**src/rtl/core/htfd_pkg.sv**
```systemverilog
`timescale 1ns / 1ps

package htfd_pkg;

    // Frame byte positions; position zero is also the idle state.
    localparam logic [2:0] POS_T_HI  = 3'd0;
    localparam logic [2:0] POS_T_LO  = 3'd1;
    localparam logic [2:0] POS_T_CRC = 3'd2;
    localparam logic [2:0] POS_H_HI  = 3'd3;
    localparam logic [2:0] POS_H_LO  = 3'd4;
    localparam logic [2:0] POS_H_CRC = 3'd5;

    // Frame status codes.
    localparam logic [1:0] ST_OK    = 2'd0;
    localparam logic [1:0] ST_CRC   = 2'd1;
    localparam logic [1:0] ST_SHORT = 2'd2;

    // CRC-8, polynomial 0x31, initial value 0xFF, no final XOR.
    localparam logic [7:0] CRC_POLY = 8'h31;
    localparam logic [7:0] CRC_INIT = 8'hFF;

    // Conversion constants.
    localparam logic [12:0] TEMP_SCALE  = 13'd4375;
    localparam logic [15:0] TEMP_OFFSET = 16'd4500;
    localparam logic [9:0]  HUM_SCALE   = 10'd625;

    // Job queue between the front and back parts; the depth is a power of two.
    localparam int unsigned QUEUE_DEPTH = 4;
    localparam int unsigned QUEUE_AW    = $clog2(QUEUE_DEPTH);
    localparam int unsigned QUEUE_CW    = QUEUE_AW + 1;
    localparam logic [QUEUE_CW-1:0] QUEUE_FULL = QUEUE_CW'(QUEUE_DEPTH);

    // One decoded frame, waiting to be converted.
    typedef struct packed {
        logic [1:0]  status;
        logic [15:0] temp_raw;
        logic [15:0] hum_raw;
    } t_job;

    // One byte through the CRC, unrolled over its eight bits.
    function automatic logic [7:0] crc_step(input logic [7:0] crc, input logic [7:0] data);
        logic [7:0] c;
        c = crc ^ data;
        for (int i = 0; i < 8; i++) begin
            if (c[7]) begin
                c = {c[6:0], 1'b0} ^ CRC_POLY;
            end else begin
                c = {c[6:0], 1'b0};
            end
        end
        return c;
    endfunction

endpackage

```
**src/rtl/core/htfd_front.sv**
```systemverilog
`timescale 1ns / 1ps

module htfd_front (
    input  logic              i_clk,
    input  logic              i_rst_n,
    input  logic              i_valid,
    output logic              o_ready,
    input  logic [7:0]        i_byte,
    input  logic              i_start,
    input  logic              i_full,
    output logic              o_push,
    output htfd_pkg::t_job    o_job
);

    logic [2:0]  r_pos, n_pos;
    logic [7:0]  r_crc, n_crc;
    logic        r_tbad, n_tbad;
    logic [15:0] r_temp, n_temp;
    logic [15:0] r_hum, n_hum;

    logic        accept;
    logic [2:0]  eff_pos;
    logic [7:0]  crc_in;
    logic [7:0]  crc_next;

    assign o_ready  = !i_full;
    assign accept   = i_valid && !i_full;
    assign eff_pos  = i_start ? htfd_pkg::POS_T_HI : r_pos;
    assign crc_in   = i_start ? htfd_pkg::CRC_INIT : r_crc;
    assign crc_next = htfd_pkg::crc_step(crc_in, i_byte);

    always_comb begin
        n_pos  = r_pos;
        n_crc  = r_crc;
        n_tbad = r_tbad;
        n_temp = r_temp;
        n_hum  = r_hum;
        o_push = 1'b0;
        o_job  = '0;
        if (accept) begin
            // A new frame while one is under way closes the old one as short.
            if (i_start && r_pos != htfd_pkg::POS_T_HI) begin
                o_push       = 1'b1;
                o_job.status = htfd_pkg::ST_SHORT;
            end
            if (i_start || r_pos != htfd_pkg::POS_T_HI) begin
                n_pos = eff_pos + 3'd1;
                case (eff_pos)
                    htfd_pkg::POS_T_HI: begin
                        n_temp = {i_byte, 8'd0};
                        n_crc  = crc_next;
                        n_tbad = 1'b0;
                    end
                    htfd_pkg::POS_T_LO: begin
                        n_temp = {r_temp[15:8], i_byte};
                        n_crc  = crc_next;
                    end
                    htfd_pkg::POS_T_CRC: begin
                        n_tbad = (i_byte != crc_in);
                        n_crc  = htfd_pkg::CRC_INIT;
                    end
                    htfd_pkg::POS_H_HI: begin
                        n_hum = {i_byte, 8'd0};
                        n_crc = crc_next;
                    end
                    htfd_pkg::POS_H_LO: begin
                        n_hum = {r_hum[15:8], i_byte};
                        n_crc = crc_next;
                    end
                    default: begin
                        o_push         = 1'b1;
                        o_job.status   = (r_tbad || (i_byte != crc_in)) ?
                                         htfd_pkg::ST_CRC : htfd_pkg::ST_OK;
                        o_job.temp_raw = r_temp;
                        o_job.hum_raw  = r_hum;
                        n_pos          = htfd_pkg::POS_T_HI;
                        n_crc          = htfd_pkg::CRC_INIT;
                        n_tbad         = 1'b0;
                    end
                endcase
            end
        end
    end

    always_ff @(posedge i_clk) begin
        if (!i_rst_n) begin
            r_pos  <= htfd_pkg::POS_T_HI;
            r_crc  <= htfd_pkg::CRC_INIT;
            r_tbad <= 1'b0;
        end else begin
            r_pos  <= n_pos;
            r_crc  <= n_crc;
            r_tbad <= n_tbad;
        end
    end

    always_ff @(posedge i_clk) begin
        r_temp <= n_temp;
        r_hum  <= n_hum;
    end

endmodule

```
**src/rtl/core/htfd_fifo.sv**
```systemverilog
`timescale 1ns / 1ps

module htfd_fifo (
    input  logic              i_clk,
    input  logic              i_rst_n,
    input  logic              i_push,
    input  htfd_pkg::t_job    i_job,
    output logic              o_full,
    input  logic              i_pop,
    output logic              o_nonempty,
    output htfd_pkg::t_job    o_job
);

    htfd_pkg::t_job r_mem [htfd_pkg::QUEUE_DEPTH];

    logic [htfd_pkg::QUEUE_AW-1:0] r_wr, n_wr;
    logic [htfd_pkg::QUEUE_AW-1:0] r_rd, n_rd;
    logic [htfd_pkg::QUEUE_CW-1:0] r_count, n_count;

    logic do_push;
    logic do_pop;

    assign o_full     = (r_count == htfd_pkg::QUEUE_FULL);
    assign o_nonempty = (r_count != '0);
    assign o_job      = r_mem[r_rd];
    assign do_push    = i_push && !o_full;
    assign do_pop     = i_pop && o_nonempty;

    always_comb begin
        n_wr    = do_push ? r_wr + 1'b1 : r_wr;
        n_rd    = do_pop ? r_rd + 1'b1 : r_rd;
        n_count = r_count;
        if (do_push && !do_pop) begin
            n_count = r_count + 1'b1;
        end else if (do_pop && !do_push) begin
            n_count = r_count - 1'b1;
        end
    end

    always_ff @(posedge i_clk) begin
        if (!i_rst_n) begin
            r_wr    <= '0;
            r_rd    <= '0;
            r_count <= '0;
        end else begin
            r_wr    <= n_wr;
            r_rd    <= n_rd;
            r_count <= n_count;
        end
    end

    always_ff @(posedge i_clk) begin
        if (do_push) begin
            r_mem[r_wr] <= i_job;
        end
    end

endmodule

```
**src/rtl/core/htfd_back.sv**
```systemverilog
`timescale 1ns / 1ps

module htfd_back (
    input  logic              i_clk,
    input  logic              i_rst_n,
    input  logic              i_job_valid,
    input  htfd_pkg::t_job    i_job,
    output logic              o_pop,
    output logic              o_valid,
    input  logic              i_ready,
    output logic [14:0]       o_temp,
    output logic [13:0]       o_hum,
    output logic [1:0]        o_status
);

    // Stage one: the two scalings.
    logic        r_s1_valid;
    logic [1:0]  r_s1_status;
    logic [28:0] r_s1_tprod;
    logic [25:0] r_s1_hprod;

    // Stage two: the output register.
    logic        r_out_valid;
    logic [14:0] r_out_temp;
    logic [13:0] r_out_hum;
    logic [1:0]  r_out_status;

    logic        s2_take;
    logic        s1_take;
    logic [15:0] temp_wide;
    logic [14:0] n_temp;
    logic [13:0] n_hum;

    assign s2_take = !r_out_valid || i_ready;
    assign s1_take = !r_s1_valid || s2_take;
    assign o_pop   = i_job_valid && s1_take;

    assign temp_wide = {1'b0, r_s1_tprod[28:14]} - htfd_pkg::TEMP_OFFSET;

    always_comb begin
        if (r_s1_status == htfd_pkg::ST_OK) begin
            n_temp = temp_wide[14:0];
            n_hum  = r_s1_hprod[25:12];
        end else begin
            n_temp = '0;
            n_hum  = '0;
        end
    end

    always_ff @(posedge i_clk) begin
        if (!i_rst_n) begin
            r_s1_valid  <= 1'b0;
            r_out_valid <= 1'b0;
        end else begin
            if (s1_take) begin
                r_s1_valid <= i_job_valid;
            end
            if (s2_take) begin
                r_out_valid <= r_s1_valid;
            end
        end
    end

    always_ff @(posedge i_clk) begin
        if (o_pop) begin
            r_s1_status <= i_job.status;
            r_s1_tprod  <= {13'd0, i_job.temp_raw} * {16'd0, htfd_pkg::TEMP_SCALE};
            r_s1_hprod  <= {10'd0, i_job.hum_raw} * {16'd0, htfd_pkg::HUM_SCALE};
        end
        if (s2_take && r_s1_valid) begin
            r_out_temp   <= n_temp;
            r_out_hum    <= n_hum;
            r_out_status <= r_s1_status;
        end
    end

    assign o_valid  = r_out_valid;
    assign o_temp   = r_out_temp;
    assign o_hum    = r_out_hum;
    assign o_status = r_out_status;

endmodule

```
**src/rtl/core/humidity_temp_frame_decoder.sv**
```systemverilog
`timescale 1ns / 1ps

// Channel   Direction  tdata (lowest bit up)                       tuser
// s_axis    in         rx_byte[7:0]                                frame_start
// m_axis    out        temp_centi[14:0], hum_centi[28:15], pad     frame_status[1:0]
//
// One byte item is taken every clock cycle while the job queue has room; the CRC step
// is unrolled in the front part. A result passes the queue, scaling and output registers.
// Reset is synchronous and active low; it clears the byte position, CRC and all valids.
// A queue of four decoded frames lets the output stall without stopping the input
// until that queue is full.

module humidity_temp_frame_decoder (
    input  logic        i_clk,
    input  logic        i_rst_n,
    input  logic        i_s_axis_tvalid,
    output logic        o_s_axis_tready,
    input  logic [7:0]  i_s_axis_tdata,   // [7:0] rx_byte
    input  logic        i_s_axis_tuser,   // [0] frame_start
    output logic        o_m_axis_tvalid,
    input  logic        i_m_axis_tready,
    output logic [31:0] o_m_axis_tdata,   // [14:0] temp_centi, [28:15] hum_centi, [31:29] zero
    output logic [1:0]  o_m_axis_tuser    // [1:0] frame_status
);

    logic           w_push;
    htfd_pkg::t_job w_push_job;
    logic           w_full;
    logic           w_nonempty;
    htfd_pkg::t_job w_head_job;
    logic           w_pop;
    logic [14:0]    w_temp;
    logic [13:0]    w_hum;

    // The front part tracks the byte position and the CRC and turns each finished
    // or broken frame into one job.
    htfd_front u_front (
        .i_clk   (i_clk),
        .i_rst_n (i_rst_n),
        .i_valid (i_s_axis_tvalid),
        .o_ready (o_s_axis_tready),
        .i_byte  (i_s_axis_tdata),
        .i_start (i_s_axis_tuser),
        .i_full  (w_full),
        .o_push  (w_push),
        .o_job   (w_push_job)
    );

    htfd_fifo u_fifo (
        .i_clk      (i_clk),
        .i_rst_n    (i_rst_n),
        .i_push     (w_push),
        .i_job      (w_push_job),
        .o_full     (w_full),
        .i_pop      (w_pop),
        .o_nonempty (w_nonempty),
        .o_job      (w_head_job)
    );

    // The back part scales the raw words into hundredths and holds the result.
    htfd_back u_back (
        .i_clk       (i_clk),
        .i_rst_n     (i_rst_n),
        .i_job_valid (w_nonempty),
        .i_job       (w_head_job),
        .o_pop       (w_pop),
        .o_valid     (o_m_axis_tvalid),
        .i_ready     (i_m_axis_tready),
        .o_temp      (w_temp),
        .o_hum       (w_hum),
        .o_status    (o_m_axis_tuser)
    );

    assign o_m_axis_tdata = {3'd0, w_hum, w_temp};

    // A job is only ever produced when the queue has room for it.
    a_no_overflow: assert property (@(posedge i_clk) disable iff (!i_rst_n)
        w_push |-> !w_full)
        else $error("job pushed into a full queue");

    // Failed frames carry zero readings.
    a_zero_on_error: assert property (@(posedge i_clk) disable iff (!i_rst_n)
        (o_m_axis_tvalid && o_m_axis_tuser != htfd_pkg::ST_OK) |-> (o_m_axis_tdata == '0))
        else $error("non-zero readings on a failed frame");

    // Only the three defined status codes ever appear.
    a_status_code: assert property (@(posedge i_clk) disable iff (!i_rst_n)
        o_m_axis_tvalid |-> (o_m_axis_tuser == htfd_pkg::ST_OK ||
                             o_m_axis_tuser == htfd_pkg::ST_CRC ||
                             o_m_axis_tuser == htfd_pkg::ST_SHORT))
        else $error("undefined frame status");

    // Humidity never exceeds full scale.
    a_hum_range: assert property (@(posedge i_clk) disable iff (!i_rst_n)
        o_m_axis_tvalid |-> (w_hum <= 14'd9999))
        else $error("humidity out of range");

endmodule

```
**config.mk**
```make
export PLATFORM = sky130hd
export DESIGN_NAME = humidity_temp_frame_decoder
export DESIGN_NICKNAME = d
export VERILOG_FILES = /design/src/rtl/core/htfd_pkg.sv /design/src/rtl/core/htfd_front.sv /design/src/rtl/core/htfd_fifo.sv /design/src/rtl/core/htfd_back.sv /design/src/rtl/core/humidity_temp_frame_decoder.sv
export SDC_FILE = /design/constraint.sdc
export NUM_CORES = 1
export LEC_CHECK = 0
export ABC_CLOCK_PERIOD_IN_PS = 5700
export BUFFER_PORTS_ARGS = -buffer_cell sky130_fd_sc_hd__buf_4
export CAP_MARGIN = 20
export CORE_MARGIN = 1.5
export CORE_UTILIZATION = 57
export DETAILED_ROUTE_END_ITERATION = 10
export HOLD_SLACK_MARGIN = 0.05
export PLACE_DENSITY = 0.83
export SLEW_MARGIN = 10
export SYNTH_ARGS = -nofsm -noshare
export SYNTH_HDL_FRONTEND = slang
export SYNTH_SLANG_ARGS = --single-unit
export TNS_END_PERCENT = 20
```
**constraint.sdc**
```tcl
create_clock -name i_clk -period 5.7 [get_ports i_clk]
set_input_delay 0.855 -clock i_clk [delete_from_list [all_inputs] [get_ports i_clk]]
set_output_delay 0.855 -clock i_clk [all_outputs]
set_load 0.1 [all_outputs]
```
==> summary.md <==
| Metric | Value |
|---|---|
| Clock-pin slew on the worst setup and hold paths | around 70 ps |
| IO Count | 49 |
| CP Data Required Time | 5980 ps |
| Post-synth ARST share | 0% |
| Initial antenna violation count | 0 |
| DRC Markers | 0 |
| Die Area | 28700 µm² |
| Sink Count | between 200 and 300 |
| Clock skew | 15.0 ps |
| Endpoints failing setup | 0 |
| Die Height | 169 µm |
| Final Util | 64.8% |
| Die Wd | 169 µm |
| Via count | 9446 |
| Area Overhead vs Synth | 11.1% |
| DR WL/cell | 17.5 µm |
| Hold Crit Class | flip-flop to flip-flop |
| Syn Inst Count | 1254 |
| Detail Placement HPWL | 21.1 mm |
| First-pass GRT wire length | 48.1 mm |
| ANT cells | 0 |
| FF+latch count, synth | around 250 |
| GPL Wtd Cong | 0.902 |
| Sequential fraction of the synthesis area | around 47% |
| Synth Cell Area | 15800 µm² |
| Post-route ant nets | 0 |
| Fin crit share | between 90% and 100% |
| Vias in the first global route | 9633 |
| Design area | 17500 µm² |
| Max incr delay on CP | 620 ps |
| Post-synth EDFFs | 230 |
| Measured slew at the worst slew-check pin | 949 ps |
| # port buffers | 45 |
| Clock Root Buffer | clkbuf_16 |
| CTS buffer count | 26 |
| Max stage delay cell, worst path | mux4_2 |
| Number of fill cells | 1905 |
| Worst Setup Start Kind | flip-flop |
| # H-tree levels | 1 |
| Worst-path cell chain | buf_12 > buf_4 > mux4_2 > fa_1 > ha_1 > fa_1 > ha_1 > inv_1 > fa_1 > inv_1 > ha_1 > a21o_1 > a311oi_2 > nor4_1 > o31ai_1 > xnor2_1 |
| Min Clock Period, post-route | 5390 ps |
| Total gr overflow | 0 |
| Final Slew Violations | 0 |
| Placeable Area | 27000 µm² |
| Fin Hold WS | 473 ps |
| Max Cap Viol | 0 |
| Synth Area per Inst | ~13 µm² |
| CP Capture Type | flip-flop |
| Clock Tree Buf Depth | 3 |
| Final Hold Vio Count | 0 |
| Initial Util | 58.4% |
| DR pass1 iterations | 5 |
| # rows | 60 |
| CTS tree | yes |
| Fin nets | around 1600 |
| CP max FO | 11 |
| Share of cells above drive strength 1 | a little under an eighth |
| Final wirelength | 29.2 mm |
| Highest Clock Rate | 0.185 GHz |
| Synth Flop Type | edfxtp_1 |
| 1st-iter DRT viols | 661 |
| Setup Crit Path Kind | flip-flop to flip-flop |
| Setup TNS | 0 ps |
| Critical Path AT | 5680 ps |
| Synth cell types | 68 |
| Placed cell area | 16500 µm² |
| Slew HR | between 30% and 40% |
| Outcome | finished clean |
| RSZ-0062 raised after global routing | no |
| Yosys warnings | 0 |
| Overall Global Routing Usage | 21.1% |
| Clk Latency, worst-skew pair | 550 ps |
| Largest net degree at the start of global routing | 45 |
| Via/cell ratio | 5.66 |
==> per-layer routing <==
layer | track usage, % | up-vias | routed length, µm
met4 | 4.77 | 0 | 573
met5 | 0 | - | 0
met3 | 2.68 | 47 | 1240
li1 | - | 4540 | -
met1 | 27.6 | 4600 | 12700
met2 | 37.6 | 259 | 14700
==> sequential cells by signal, summed over array words and instances (netlist names), 3 cells and up, named ones only <==
register / cells
u_fifo.r_mem: 136
u_back.r_s1_tprod: 15
u_front.r_pos: 3
u_front.r_hum: 16
u_back.o_hum: 14
u_back.o_temp: 15
u_front.r_temp: 16
u_back.r_s1_hprod: 14
u_front.r_crc: 8
u_fifo.r_count: 3
==> stage by stage <==
stage / setup WS [ps] / instances
6_report: 306 / 1669
5_1_grt: 23.9 / 1669
4_1_cts: 132 / 1664
3_5_place_dp: 15.6 / 1616
3_3_place_gp: 101 / 1616
2_1_floorplan: 73.7 / 1256
==> path summary, 6_finish.rpt <==
path	start	to	slack (ps)	depth (start not counted)
worst min-delay path	u_front.r_tbad	u_front.r_tbad	470	2
worst max-delay path	flip-flop	u_back.r_s1_hprod[24]	310	16
worst min register to register	u_front.r_tbad	u_front.r_tbad	470	2
worst max register to register	flip-flop	u_back.r_s1_hprod[24]	310	16
==> layout make-up <==
cell class	instances	area, µm²	share of cell area, %
inverters	191	717	4.09
flip-flops and latches	253	7370	42.1
clock buffers	30	666	3.80
repair buffers	66	522	2.98
well taps	341	427	2.43
clock inverters	18	254	1.45
multi-input cells	770	7570	43.2
==> Yosys cell counts, types with 25 or more instances <==
cell      instances  area share, %
nor2_1           60            1.4
ha_1            174             14
nor3_1           25           0.79
a21oi_1          44            1.4
nand2_1          36           0.86
edfxtp_1        230             44
xnor2_1          34            1.9
inv_1           191            4.5
mux4_2           34            4.9
and2_1           47            1.9
fa_1             79             10
and3_1           44            1.7
clkbuf_1         33           0.78
==> kinds of logic after synthesis <==
| group | synth area share [%] |
|---|---|
| buffers and inverters | 5.66 |
| muxes | 5.11 |
| other | 0.0238 |
| xor gates and xnor gates | 3.15 |
| DFF | 46.7 |
| and+or+nand+nor | 9.13 |
| adders and majority gates | 23.8 |
| AOI/OAI and AO/OA | 6.42 |
==> critical path: cells and delay by family, from the launching register on <==
kind | cells | cell delay [ps]
and+or+nand+nor | 1 | 120
AOI/OAI and AO/OA | 3 | 940
xor gates and xnor gates | 1 | 100
buffers and inverters | 4 | 460
DFF | 1 | 430
adders and majority gates | 6 | 2440
muxes | 1 | 620
==> cells in the final DEF, fill, tap and decap left out, drive strengths merged, types with 5 or more instances in the layout <==
cell	count
a211oi	7
a21o	18
a21oi	44
and2	47
and3	44
buf	66
bufinv	5
clkbuf	30
clkinv	10
dfxtp	23
edfxtp	230
fa	79
ha	174
inv	193
mux4	34
nand2	36
nand2b	8
nand3	11
nand4	5
nor2	60
nor2b	6
nor3	25
o21a	7
o21ai	27
o21bai	5
o22ai	7
or2	6
xnor2	34
xor2	15
==> timing repair <==
item,CTS,global route
gates resized for setup,1,6
hold buffers,0,0
buffers inserted,0,4
setup endpoints to repair,2,16
Power is not shown: default switching activity piles up to over one toggle a cycle in this logic, so the estimate is an artifact.
